### src/rtl/cxyk_pkg.sv
// Package for the CoreXY move kinematics block: defaults, fixed scale constants,
// the sequencer state type and the load/step control bundle. No dependencies.
package cxyk_pkg;

  localparam int unsigned POSITION_BITS_DEF = 24;
  localparam int unsigned FEED_BITS_DEF     = 16;

  // The distance is sqrt(s * 2^FRAC_BITS), so feeds come out scaled by 2^(FRAC_BITS/2).
  localparam int unsigned FRAC_BITS = 16;

  localparam logic KIND_MOVE  = 1'b0;
  localparam logic KIND_RESET = 1'b1;

  typedef enum logic [2:0] {
    ST_IDLE,
    ST_SQUARE,
    ST_SUM,
    ST_ROOT,
    ST_DIVIDE,
    ST_FINISH
  } state_e;

  typedef struct packed {
    logic load;
    logic step;
  } seq_ctl_t;

endpackage

### src/rtl/cxyk_isqrt.sv
// Bit-serial integer square root, one root bit per step (restoring, radix 2).
// Depends on cxyk_pkg for the control bundle.
module cxyk_isqrt #(
  parameter int unsigned ROOT_BITS = 33
) (
  input  logic                      clk_i,
  input  cxyk_pkg::seq_ctl_t        ctl_i,
  input  logic [2*ROOT_BITS-1:0]    radicand_i,
  output logic [ROOT_BITS-1:0]      root_o
);

  logic [2*ROOT_BITS-1:0] rad_q;
  logic [ROOT_BITS-1:0]   root_q;
  logic [ROOT_BITS:0]     rem_q;
  logic [ROOT_BITS+2:0]   cand;
  logic [ROOT_BITS+2:0]   trial;
  logic [ROOT_BITS+2:0]   diff;
  logic                   ge;

  always_comb begin
    cand  = {rem_q, rad_q[2*ROOT_BITS-1 -: 2]};
    trial = {1'b0, root_q, 2'b01};
    ge    = (cand >= trial);
    diff  = cand - trial;
  end

  // The remainder never exceeds twice the partial root, so it fits one bit above the root.
  always_ff @(posedge clk_i) begin
    if (ctl_i.load) begin
      rad_q  <= radicand_i;
      root_q <= '0;
      rem_q  <= '0;
    end else if (ctl_i.step) begin
      rad_q  <= rad_q << 2;
      rem_q  <= ge ? diff[ROOT_BITS:0] : cand[ROOT_BITS:0];
      root_q <= {root_q[ROOT_BITS-2:0], ge};
    end
  end

  assign root_o = root_q;

endmodule

### src/rtl/cxyk_div.sv
// Bit-serial restoring divider, one quotient bit per step. The high part of the
// dividend must be below the divisor. Depends on cxyk_pkg for the control bundle.
module cxyk_div #(
  parameter int unsigned REM_BITS  = 33,
  parameter int unsigned QUOT_BITS = 25
) (
  input  logic                  clk_i,
  input  cxyk_pkg::seq_ctl_t    ctl_i,
  input  logic [REM_BITS-2:0]   div_hi_i,
  input  logic [QUOT_BITS-1:0]  div_lo_i,
  input  logic [REM_BITS-1:0]   divisor_i,
  output logic [QUOT_BITS-1:0]  quot_o
);

  logic [REM_BITS-1:0]  rem_q;
  logic [QUOT_BITS-1:0] quot_q;
  logic [REM_BITS:0]    part;
  logic [REM_BITS:0]    diff;
  logic                 ge;

  always_comb begin
    part = {rem_q, quot_q[QUOT_BITS-1]};
    ge   = (part >= {1'b0, divisor_i});
    diff = part - {1'b0, divisor_i};
  end

  // Low dividend bits leave at the top of quot_q while quotient bits enter at the bottom.
  always_ff @(posedge clk_i) begin
    if (ctl_i.load) begin
      rem_q  <= {1'b0, div_hi_i};
      quot_q <= div_lo_i;
    end else if (ctl_i.step) begin
      rem_q  <= ge ? diff[REM_BITS-1:0] : part[REM_BITS-1:0];
      quot_q <= {quot_q[QUOT_BITS-2:0], ge};
    end
  end

  assign quot_o = quot_q;

endmodule

### src/rtl/corexy_move_kinematics.sv
// CoreXY move kinematics: motor setpoints and scaled motor feeds for each move.
// Depends on cxyk_pkg, cxyk_isqrt and cxyk_div.
//
//   channel | direction | handshake               | payload
//   in      | input     | in_valid_i / in_stall_o   | kind, target_x, target_y, feed_rate
//   out     | output    | out_valid_o / out_stall_i | positions A/B, feeds A/B, zero_length
//
// A move runs through serial shift-add squares and products, a sum step, then one root
// bit and one quotient bit per cycle, and a finish step that waits for the output register.
// Reset items and zero-length moves go straight to the finish step. One item is in work at a time;
// the finished result waits in the output register, and a new item may start meanwhile.
// Reset clears the stored point and all control state; no clearing pass is needed.
module corexy_move_kinematics #(
  parameter int unsigned POSITION_BITS = cxyk_pkg::POSITION_BITS_DEF,
  parameter int unsigned FEED_BITS     = cxyk_pkg::FEED_BITS_DEF
) (
  input  logic                       clk_i,
  input  logic                       rst_ni,
  input  logic                       in_valid_i,
  output logic                       in_stall_o,
  input  logic                       kind_i,
  input  logic [POSITION_BITS-1:0]   target_x_i,
  input  logic [POSITION_BITS-1:0]   target_y_i,
  input  logic [FEED_BITS-1:0]       feed_rate_i,
  output logic                       out_valid_o,
  input  logic                       out_stall_i,
  output logic [POSITION_BITS:0]     motor_a_position_o,
  output logic [POSITION_BITS+1:0]   motor_b_position_o,
  output logic [FEED_BITS+9:0]       motor_a_feed_o,
  output logic [FEED_BITS+9:0]       motor_b_feed_o,
  output logic                       zero_length_o
);

  localparam int P      = POSITION_BITS;
  localparam int FB     = FEED_BITS;
  localparam int FRAC   = cxyk_pkg::FRAC_BITS;
  localparam int ROOTW  = P + FRAC / 2 + 1;
  // Feed magnitudes stay below sqrt(2) * F * 2^8, which needs F + 9 bits.
  localparam int QW     = FB + 9;
  localparam int NUMW   = P + 1;
  localparam int PRODW  = NUMW + FB;
  localparam int DIVW   = PRODW + FRAC;
  localparam int SQW    = 2 * P;
  localparam int SQ_CYC = (P > FB) ? P : FB;
  localparam int MAXC1  = (SQ_CYC > ROOTW) ? SQ_CYC : ROOTW;
  localparam int MAXC   = (MAXC1 > QW) ? MAXC1 : QW;
  localparam int CW     = $clog2(MAXC);
  localparam int OFW    = FB + 10;

  cxyk_pkg::state_e   state_q, state_d;
  logic [CW-1:0]      cnt_q, cnt_d;
  cxyk_pkg::seq_ctl_t root_ctl, div_ctl;
  logic               sq_step;
  logic               out_load;
  logic               in_acc;
  logic               out_acc;
  logic               out_valid_q;

  logic [P-1:0]       last_x_q, last_y_q;

  // Values formed at accept.
  logic [P:0]         xs, ys, lxs, lys, dx, dy, ndx, ndy;
  logic [P-1:0]       adx, ady;
  logic [P+1:0]       na, nb, nna, nnb;
  logic [NUMW-1:0]    mag_a, mag_b;
  logic [P:0]         pa;
  logic [P+1:0]       pb;
  logic               is_still;

  // Working registers.
  logic [P:0]         pos_a_q;
  logic [P+1:0]       pos_b_q;
  logic               sign_a_q, sign_b_q, zero_q, no_feed_q;
  logic [SQW-1:0]     mcx_q, mcy_q, accx_q, accy_q;
  logic [P-1:0]       mrx_q, mry_q;
  logic [PRODW-1:0]   mca_q, mcb_q, acca_q, accb_q;
  logic [FB-1:0]      mrf_q;

  logic [SQW:0]       sq_sum;
  logic [2*ROOTW-1:0] radicand;
  logic [DIVW-1:0]    dividend_a, dividend_b;
  logic [ROOTW-1:0]   dist_root;
  logic [QW-1:0]      quot_a, quot_b;
  logic [OFW-1:0]     fmag_a, fmag_b, feed_a, feed_b;

  assign in_stall_o  = (state_q != cxyk_pkg::ST_IDLE);
  assign in_acc      = in_valid_i && !in_stall_o;
  assign out_acc     = out_valid_q && !out_stall_i;
  assign out_valid_o = out_valid_q;

  always_comb begin
    xs  = {target_x_i[P-1], target_x_i};
    ys  = {target_y_i[P-1], target_y_i};
    lxs = {last_x_q[P-1], last_x_q};
    lys = {last_y_q[P-1], last_y_q};
    dx  = xs - lxs;
    dy  = ys - lys;
    ndx = -dx;
    ndy = -dy;
    adx = dx[P] ? ndx[P-1:0] : dx[P-1:0];
    ady = dy[P] ? ndy[P-1:0] : dy[P-1:0];
    na  = {dx[P], dx} - {dy[P], dy};
    nb  = -{dx[P], dx} - {dy[P], dy};
    nna = -na;
    nnb = -nb;
    mag_a = na[P+1] ? nna[P:0] : na[P:0];
    mag_b = nb[P+1] ? nnb[P:0] : nb[P:0];
    pa  = xs - ys;
    pb  = -{xs[P], xs} - {ys[P], ys};
    is_still = (dx == '0) && (dy == '0);
  end

  // Sequencer.
  always_ff @(posedge clk_i or negedge rst_ni) begin
    if (!rst_ni) begin
      state_q     <= cxyk_pkg::ST_IDLE;
      cnt_q       <= '0;
      out_valid_q <= 1'b0;
      last_x_q    <= '0;
      last_y_q    <= '0;
    end else begin
      state_q <= state_d;
      cnt_q   <= cnt_d;
      if (out_load) begin
        out_valid_q <= 1'b1;
      end else if (out_acc) begin
        out_valid_q <= 1'b0;
      end
      if (in_acc) begin
        if (kind_i == cxyk_pkg::KIND_RESET) begin
          last_x_q <= '0;
          last_y_q <= '0;
        end else begin
          last_x_q <= target_x_i;
          last_y_q <= target_y_i;
        end
      end
    end
  end

  always_comb begin
    state_d  = state_q;
    cnt_d    = cnt_q;
    root_ctl = '0;
    div_ctl  = '0;
    sq_step  = 1'b0;
    out_load = 1'b0;
    unique case (state_q)
      cxyk_pkg::ST_IDLE: begin
        if (in_acc) begin
          if ((kind_i == cxyk_pkg::KIND_RESET) || is_still) begin
            state_d = cxyk_pkg::ST_FINISH;
          end else begin
            state_d = cxyk_pkg::ST_SQUARE;
            cnt_d   = CW'(SQ_CYC - 1);
          end
        end
      end
      cxyk_pkg::ST_SQUARE: begin
        sq_step = 1'b1;
        if (cnt_q == '0) begin
          state_d = cxyk_pkg::ST_SUM;
        end else begin
          cnt_d = cnt_q - CW'(1);
        end
      end
      cxyk_pkg::ST_SUM: begin
        root_ctl.load = 1'b1;
        div_ctl.load  = 1'b1;
        cnt_d         = CW'(ROOTW - 1);
        state_d       = cxyk_pkg::ST_ROOT;
      end
      cxyk_pkg::ST_ROOT: begin
        root_ctl.step = 1'b1;
        if (cnt_q == '0) begin
          state_d = cxyk_pkg::ST_DIVIDE;
          cnt_d   = CW'(QW - 1);
        end else begin
          cnt_d = cnt_q - CW'(1);
        end
      end
      cxyk_pkg::ST_DIVIDE: begin
        div_ctl.step = 1'b1;
        if (cnt_q == '0) begin
          state_d = cxyk_pkg::ST_FINISH;
        end else begin
          cnt_d = cnt_q - CW'(1);
        end
      end
      cxyk_pkg::ST_FINISH: begin
        if (!out_valid_q || !out_stall_i) begin
          out_load = 1'b1;
          state_d  = cxyk_pkg::ST_IDLE;
        end
      end
      default: begin
        state_d = cxyk_pkg::ST_IDLE;
      end
    endcase
  end

  // Item registers and the shift-add squares and products, one multiplier bit a cycle.
  always_ff @(posedge clk_i) begin
    if (in_acc) begin
      sign_a_q  <= na[P+1];
      sign_b_q  <= nb[P+1];
      mcx_q     <= {{P{1'b0}}, adx};
      mcy_q     <= {{P{1'b0}}, ady};
      mrx_q     <= adx;
      mry_q     <= ady;
      accx_q    <= '0;
      accy_q    <= '0;
      mca_q     <= {{FB{1'b0}}, mag_a};
      mcb_q     <= {{FB{1'b0}}, mag_b};
      mrf_q     <= feed_rate_i;
      acca_q    <= '0;
      accb_q    <= '0;
      if (kind_i == cxyk_pkg::KIND_RESET) begin
        pos_a_q   <= '0;
        pos_b_q   <= '0;
        zero_q    <= 1'b0;
        no_feed_q <= 1'b1;
      end else begin
        pos_a_q   <= pa;
        pos_b_q   <= pb;
        zero_q    <= is_still;
        no_feed_q <= is_still;
      end
    end else if (sq_step) begin
      accx_q <= accx_q + (mrx_q[0] ? mcx_q : '0);
      accy_q <= accy_q + (mry_q[0] ? mcy_q : '0);
      mcx_q  <= mcx_q << 1;
      mcy_q  <= mcy_q << 1;
      mrx_q  <= mrx_q >> 1;
      mry_q  <= mry_q >> 1;
      acca_q <= acca_q + (mrf_q[0] ? mca_q : '0);
      accb_q <= accb_q + (mrf_q[0] ? mcb_q : '0);
      mca_q  <= mca_q << 1;
      mcb_q  <= mcb_q << 1;
      mrf_q  <= mrf_q >> 1;
    end
  end

  always_comb begin
    sq_sum     = {1'b0, accx_q} + {1'b0, accy_q};
    radicand   = {1'b0, sq_sum, {FRAC{1'b0}}};
    dividend_a = {acca_q, {FRAC{1'b0}}};
    dividend_b = {accb_q, {FRAC{1'b0}}};
  end

  cxyk_isqrt #(
    .ROOT_BITS (ROOTW)
  ) u_isqrt (
    .clk_i      (clk_i),
    .ctl_i      (root_ctl),
    .radicand_i (radicand),
    .root_o     (dist_root)
  );

  cxyk_div #(
    .REM_BITS  (ROOTW),
    .QUOT_BITS (QW)
  ) u_div_a (
    .clk_i     (clk_i),
    .ctl_i     (div_ctl),
    .div_hi_i  (dividend_a[DIVW-1:QW]),
    .div_lo_i  (dividend_a[QW-1:0]),
    .divisor_i (dist_root),
    .quot_o    (quot_a)
  );

  cxyk_div #(
    .REM_BITS  (ROOTW),
    .QUOT_BITS (QW)
  ) u_div_b (
    .clk_i     (clk_i),
    .ctl_i     (div_ctl),
    .div_hi_i  (dividend_b[DIVW-1:QW]),
    .div_lo_i  (dividend_b[QW-1:0]),
    .divisor_i (dist_root),
    .quot_o    (quot_b)
  );

  always_comb begin
    fmag_a = {1'b0, quot_a};
    fmag_b = {1'b0, quot_b};
    feed_a = no_feed_q ? '0 : (sign_a_q ? -fmag_a : fmag_a);
    feed_b = no_feed_q ? '0 : (sign_b_q ? -fmag_b : fmag_b);
  end

  // Output register: holds a finished result until its transfer completes.
  always_ff @(posedge clk_i) begin
    if (out_load) begin
      motor_a_position_o <= pos_a_q;
      motor_b_position_o <= pos_b_q;
      motor_a_feed_o     <= feed_a;
      motor_b_feed_o     <= feed_b;
      zero_length_o      <= zero_q;
    end
  end

endmodule

### config.mk
export PLATFORM = sky130hd
export DESIGN_NAME = corexy_move_kinematics
export DESIGN_NICKNAME = d
export VERILOG_FILES = /design/src/rtl/cxyk_pkg.sv /design/src/rtl/cxyk_isqrt.sv /design/src/rtl/cxyk_div.sv /design/src/rtl/corexy_move_kinematics.sv
export SDC_FILE = /design/constraint.sdc
export NUM_CORES = 2
export LEC_CHECK = 0
export ABC_AREA = 0
export BUFFER_PORTS_ARGS = -buffer_cell sky130_fd_sc_hd__buf_2
export CAP_MARGIN = 30
export CELL_PAD_IN_SITES_DETAIL_PLACEMENT = 0
export CELL_PAD_IN_SITES_GLOBAL_PLACEMENT = 1
export CORE_MARGIN = 5
export CORE_UTILIZATION = 45
export DETAILED_ROUTE_END_ITERATION = 12
export PLACE_DENSITY_LB_ADDON = 0.1
export RECOVER_POWER = 25
export SKIP_LAST_GASP = 1
export SLEW_MARGIN = 20
export SYNTH_ARGS = -nofsm -noshare
export SYNTH_HDL_FRONTEND = slang
export SYNTH_HIERARCHICAL = 1
export SYNTH_SLANG_ARGS = --single-unit
### constraint.sdc
create_clock -name clk_i -period 6 [get_ports clk_i]
set_input_delay 1.2 -clock clk_i [delete_from_list [all_inputs] [get_ports clk_i]]
set_output_delay 1.2 -clock clk_i [all_outputs]
set_load 0.02 [all_outputs]
== Word level (Yosys, flattened, before mapping) ==
Cells that the tools add are included.
Widths: inputs -> output; s select.
Word-level totals
  output and inout port bits: 106
  bits of input ports: 69
  flip-flop bits (word level): 870
Cells by class
  bitwise logic cells: 2
  magnitude comparators: 3
  add/subtract/negate cells: 23
  reduce and logical (&&, ||, !) cells: 23
  equal/unequal tests: 12
  mux-type cells: 59
Operators with widths (number)
  $mux 25: 12
  $mux 24: 12
  $mux 65: 2
  $mux 32: 4
  $add 48x48->48: 2
  $mux 48: 2
  $add 41x41->41: 2
  $mux 41: 2
  $sub 24x24->25: 3
  $ge 34x33->1: 2
  $mux 33: 2
  $sub 33x33->33: 2
  $neg 25->26: 2
  $neg 26->26: 2
  $sub 26x26->26: 2
  $logic_not 25->1: 2
  $neg 25->25: 2
  $add 48x48->49: 1
  $neg 24->24: 2
  $ge 36x35->1: 1
  $mux 34: 1
  $sub 34x34->34: 1
  $mux 16: 2
  $sub 25x25->26: 1
  22 further kinds: 56

== Logic depth before layout (Yosys ltp) ==
  depth in word-level cells: 7
  depth in mapped cells: 32
  mapped depth without buffers: 30

== By module ==
Netlist, hierarchy kept.
Modules (own cells, without submodules)
  corexy_move_kinematics: cells each 5153, seq. area each 16165.5 sq um, area each 44495.2 sq um, instances 1
  cxyk_div: cells each 535, seq. area each 1731.7 sq um, area each 4732.0 sq um, instances 2
  cxyk_isqrt: cells each 777, seq. area each 3323.2 sq um, area each 7781.2 sq um, instances 1

== Worst setup path before layout ==
Ideal clock, no wire load.
  path kind: input -> register
  start: input port target_y_i[0]
  end: register mcb_q[8] (data pin)
  arrival: 6867 ps
  slack: -1134 ps
  setup time: 267 ps
  stages on the path: 32
  cells stage by stage: inv_1 -> ha_1 -> fa_1 -> nor2b_1 -> o31a_1 -> or4_1 -> a21oi_2 -> o21bai_1 -> a21oi_1 -> xnor2_1 -> inv_1 -> ha_1 -> clkbuf_1 -> inv_1 -> ha_1 -> a21o_1 -> a21o_1 -> a21o_1 -> a21o_1 -> a21o_1 -> o21a_1 -> o31ai_1 -> a21oi_1 -> nand4_1 -> nand3_1 -> o41a_1 -> xor2_1 -> inv_1 -> clkbuf_1 -> o21ai_0 -> xnor2_1 -> o21ai_0
RTL lines
  start, declared: line corexy_move_kinematics.sv:23  | input logic [POSITION_BITS-1:0] target_y_i,
  $sub 24x24->25: line corexy_move_kinematics.sv:97  | dy = ys - lys;
  $sub 26x26->26: line corexy_move_kinematics.sv:103  | nb = -{dx[P], dx} - {dy[P], dy};
  net nb[25]: line corexy_move_kinematics.sv:64  | logic [P+1:0] na, nb, nna, nnb;
  $mux 25: line corexy_move_kinematics.sv:107  | mag_b = nb[P+1] ? nnb[P:0] : nb[P:0];
  $mux 25: line corexy_move_kinematics.sv:204  | if (in_acc) begin
  end signal, assigned: line corexy_move_kinematics.sv:214  | mcb_q <= {{FB{1'b0}}, mag_b};
  end signal, assigned: line corexy_move_kinematics.sv:239  | mcb_q <= mcb_q << 1;
  end, declared: line corexy_move_kinematics.sv:76  | logic [PRODW-1:0] mca_q, mcb_q, acca_q, accb_q;
The timed path passes the listed nets, and every way through them passes these cells.
A chain may end at the register's enable or synchronous reset.

== Final worst setup path ==
  start: input port target_y_i[0]
  end: register mcb_q[10] (data pin)
Between the ends
  word-level cells in the longest chain between the ends: 5
RTL lines
  $sub 24x24->25 *: line corexy_move_kinematics.sv:97
  $sub 26x26->26 *: line corexy_move_kinematics.sv:103
  $neg 25->25: line corexy_move_kinematics.sv:105  | nnb = -nb;
  $mux 25 *: line corexy_move_kinematics.sv:107
  $mux 25 *: line corexy_move_kinematics.sv:204
Every way passes the cells marked *; elsewhere a longest branch is shown, timed or not.

==> qor.json <==
{
  "grt_ovf": 0,
  "min_period_ns": 6.04,
  "post_synth_top_area_cell": "edfxtp_1",
  "netlist_top_cells_area": "edfxtp_1 (24%), dfxtp_1 (11%), ha_1 (10%), nand2_1 (4.8%), xnor2_1 (4.0%)",
  "grt_first_pass_wirelength_um": 273000,
  "pre_cts_ws_ns": -1.15,
  "holdWs_ns": 0.417,
  "yosysTopAreaCellShare_pct": 24.2,
  "design.final.nets": 8077,
  "timing.critical_path.from_type": "primary input",
  "final.period_utilization_pct": 101,
  "leakagePower_nw": 30.2,
  "drt_first_pass_iters": 5,
  "wl_per_cell_um": 18.3,
  "insertedDiodeCount": 0,
  "clock_latency_ns": 0.72,
  "fin_skew_ns": 0.0231,
  "die_height_um": 380,
  "netlist-cell-type-count": 111,
  "dp_hpwl_um": 130000,
  "utilization_pct": 52.0,
  "final-setup-viol-count": 10,
  "timing.critical_path.required_ns": 6.42,
  "max-cap-violations": 5,
  "final_max_slew_violation_count": 276,
  "floorplan.initialDensity_pct": 45.1,
  "grt_antenna_before_repair": 2,
  "synth_flop_cell": "edfxtp_1",
  "io-pin-count": 175,
  "total_clock_buffers_created_by_cts": 104,
  "placementRows": 136,
  "root_buffer": "clkbuf_16",
  "p_per_area_mw_per_mm2": 708,
  "post-route-drc-count": 0,
  "avgViaCountPerCell": 5.46,
  "highest_net_fanout_along_the_worst_path": 4,
  "layout_area_overhead_pct": 15.5,
  "setup_tns_ns": -0.161,
  "via_count": 51200,
  "final_critical_path_setup_slack_ns": -0.0370,
  "max_clock_freq_mhz": 166,
  "report.power.total_mw": 50.5,
  "postRouteAntennaNets": 0,
  "synthArstFlopShare_pct": 6.57,
  "floorplan.die_area_mm2": 0.145,
  "overall_routed_net_length_um": 172000,
  "synth_most_common_cell": "nand2_1",
  "place.port_buffers": 174,
  "synth_commonest_cells": "nand2_1 (790), nor2_1 (551), ha_1 (507)",
  "worst-slew-pin-transition_ns": 3.52,
  "synth-warning-count": 6,
  "failed_checks": "max-capacitance violations, max-slew violations, negative setup slack",
  "hold_viol_final": 0,
  "critPathArrivalTime_ns": 6.46,
  "grt_usage_pct": 23.0,
  "grt_max_degree": 193,
  "syn_area_mm2": 0.0617,
  "end_kind": "flip-flop",
  "cts_buffer_depth": 3,
  "routabilityCongestion": 0.907,
  "post_synth_inst_count": 7000,
  "critPathMaxStageDelay_ns": 0.53,
  "slowest_stage": "or4_4",
  "drt_iter0_markers": 2988,
  "ctsHtreeMaxLevel": 3,
  "clock-sinks": 883,
  "timing.hold.worst.class": "reg2reg",
  "area_of_the_core_region_mm2": 0.137,
  "synth-seq-cells": 883,
  "number_of_enable_type_register_cells_in_the_synthesized_netlist": 498,
  "slew-limit-headroom_pct": -135,
  "syn-mean-instance-area_um2": 8.82,
  "synth_seq_area_share_pct": 37.2,
  "worst_path_most_repeated_cell": "a21o_1",
  "status": "complete, but fails checks",
  "tritoncts_clock_tree": "built",
  "vdd_ir_drop_max_mv": 0.496,
  "first_global_vias": 50000,
  "criticalPathCategory": "in2reg",
  "drive_above_1_share_pct": 12.6,
  "clkTransAtPathRegs_ns": 0.06,
  "die_w_um": 380,
  "rsz0062_at_grt": "true"
}
-- report_power, final --
part / total (mW) / internal, mW / switching, mW
combinational: 33.0 / 14.9 / 18.1
clock: 6.51 / 3.80 / 2.71
sequential: 10.9 / 9.34 / 1.60
total: 50.5 / 28.1 / 22.4
-- metrics by stage --
stage / instance area (µm²) / cells
after floorplan: 62100 / 7048
after global placement: 67400 / 9161
after detailed placement: 67500 / 9162
after CTS: 71200 / 9368
after global routing: 71300 / 9373
final: 71300 / 9373
-- cell usage in the layout (no fill, tap or decap), types with 135 or more instances in the layout --
master,count
a21o_1,190
a21oi_1,470
and2_1,200
buf_4,421
clkbuf_1,135
dfxtp_1,327
edfxtp_1,498
ha_1,501
inv_1,415
nand2_1,788
nand3_1,234
nor2_1,546
o21ai_0,412
xnor2_1,276
xor2_1,215
-- path summary, 6_finish.rpt --
kind / cells past startpoint / start / to / slack, ns
max: 32 / target_y_i[0] / mcb_q[10] / -0.04
min: 0 / pos_a_q[11] / motor_a_position_o[11] / 0.42
max reg2reg: 30 / last_y_q[0] / mcb_q[10] / 0.15
min reg2reg: 0 / pos_a_q[11] / motor_a_position_o[11] / 0.42
max in group asynchronous: 2 / rst_ni / cnt_q[1] / 2.21
min in group asynchronous: 2 / rst_ni / last_x_q[15] / 1.79
-- worst max-delay path, delay by kind of cell --
kind	cells	cell delay, ns
xor+xnor	3	0.51
fa+ha+maj	4	0.83
compound gates	15	2.61
simple gates	4	0.77
buf+inv	6	0.54
-- layer usage --
metal / part of all wire, % / global-route usage [%]
met5: 0.0064 / 0
met3: 3.5 / 2.43
met1: 47 / 31.4
met4: 3.3 / 7.53
met2: 46 / 38.3
-- kinds of logic (layout without fill, tap and decap cells) --
group,count (synthesis),count (layout),share of synthesized area (%)
muxes,176,176,3.09
other,1,49,0.00607
DFF,883,883,37.2
AOI/OAI and AO/OA,1866,1866,19.4
xor gates and xnor gates,498,498,7.09
adders and majority gates,523,523,10.7
buffers and inverters,710,1241,4.51
and+or+nand+nor,2343,2343,17.9
-- repair_timing --
item	4_1_cts	5_1_grt
resized for setup	26	48
cloned	0	0
setup buffers	9	4
pin swaps	27	28
hold buffers	0	0
setup endpoints to repair	27	51
-- registers in the layout, summed over array words and instances (netlist names), 34 cells and up --
signal         cells
accy_q            48
acca_q            41
mcx_q             48
mca_q             41
u_isqrt/rem_q     34
mcb_q             40
accx_q            48
u_isqrt/rad_q     66
accb_q            41
mcy_q             48
-- area by class of cell --
cell class	count	area [µm²]
fill	13000	65700
multi-input combinational	5455	36700
sequential	883	23000
timing repair buffer	618	4250
clock buffer	145	2880
tap	1794	2240
inverter	426	1620
clock inverter	52	629
No activity file was read; power rests on OpenSTA's default activity.
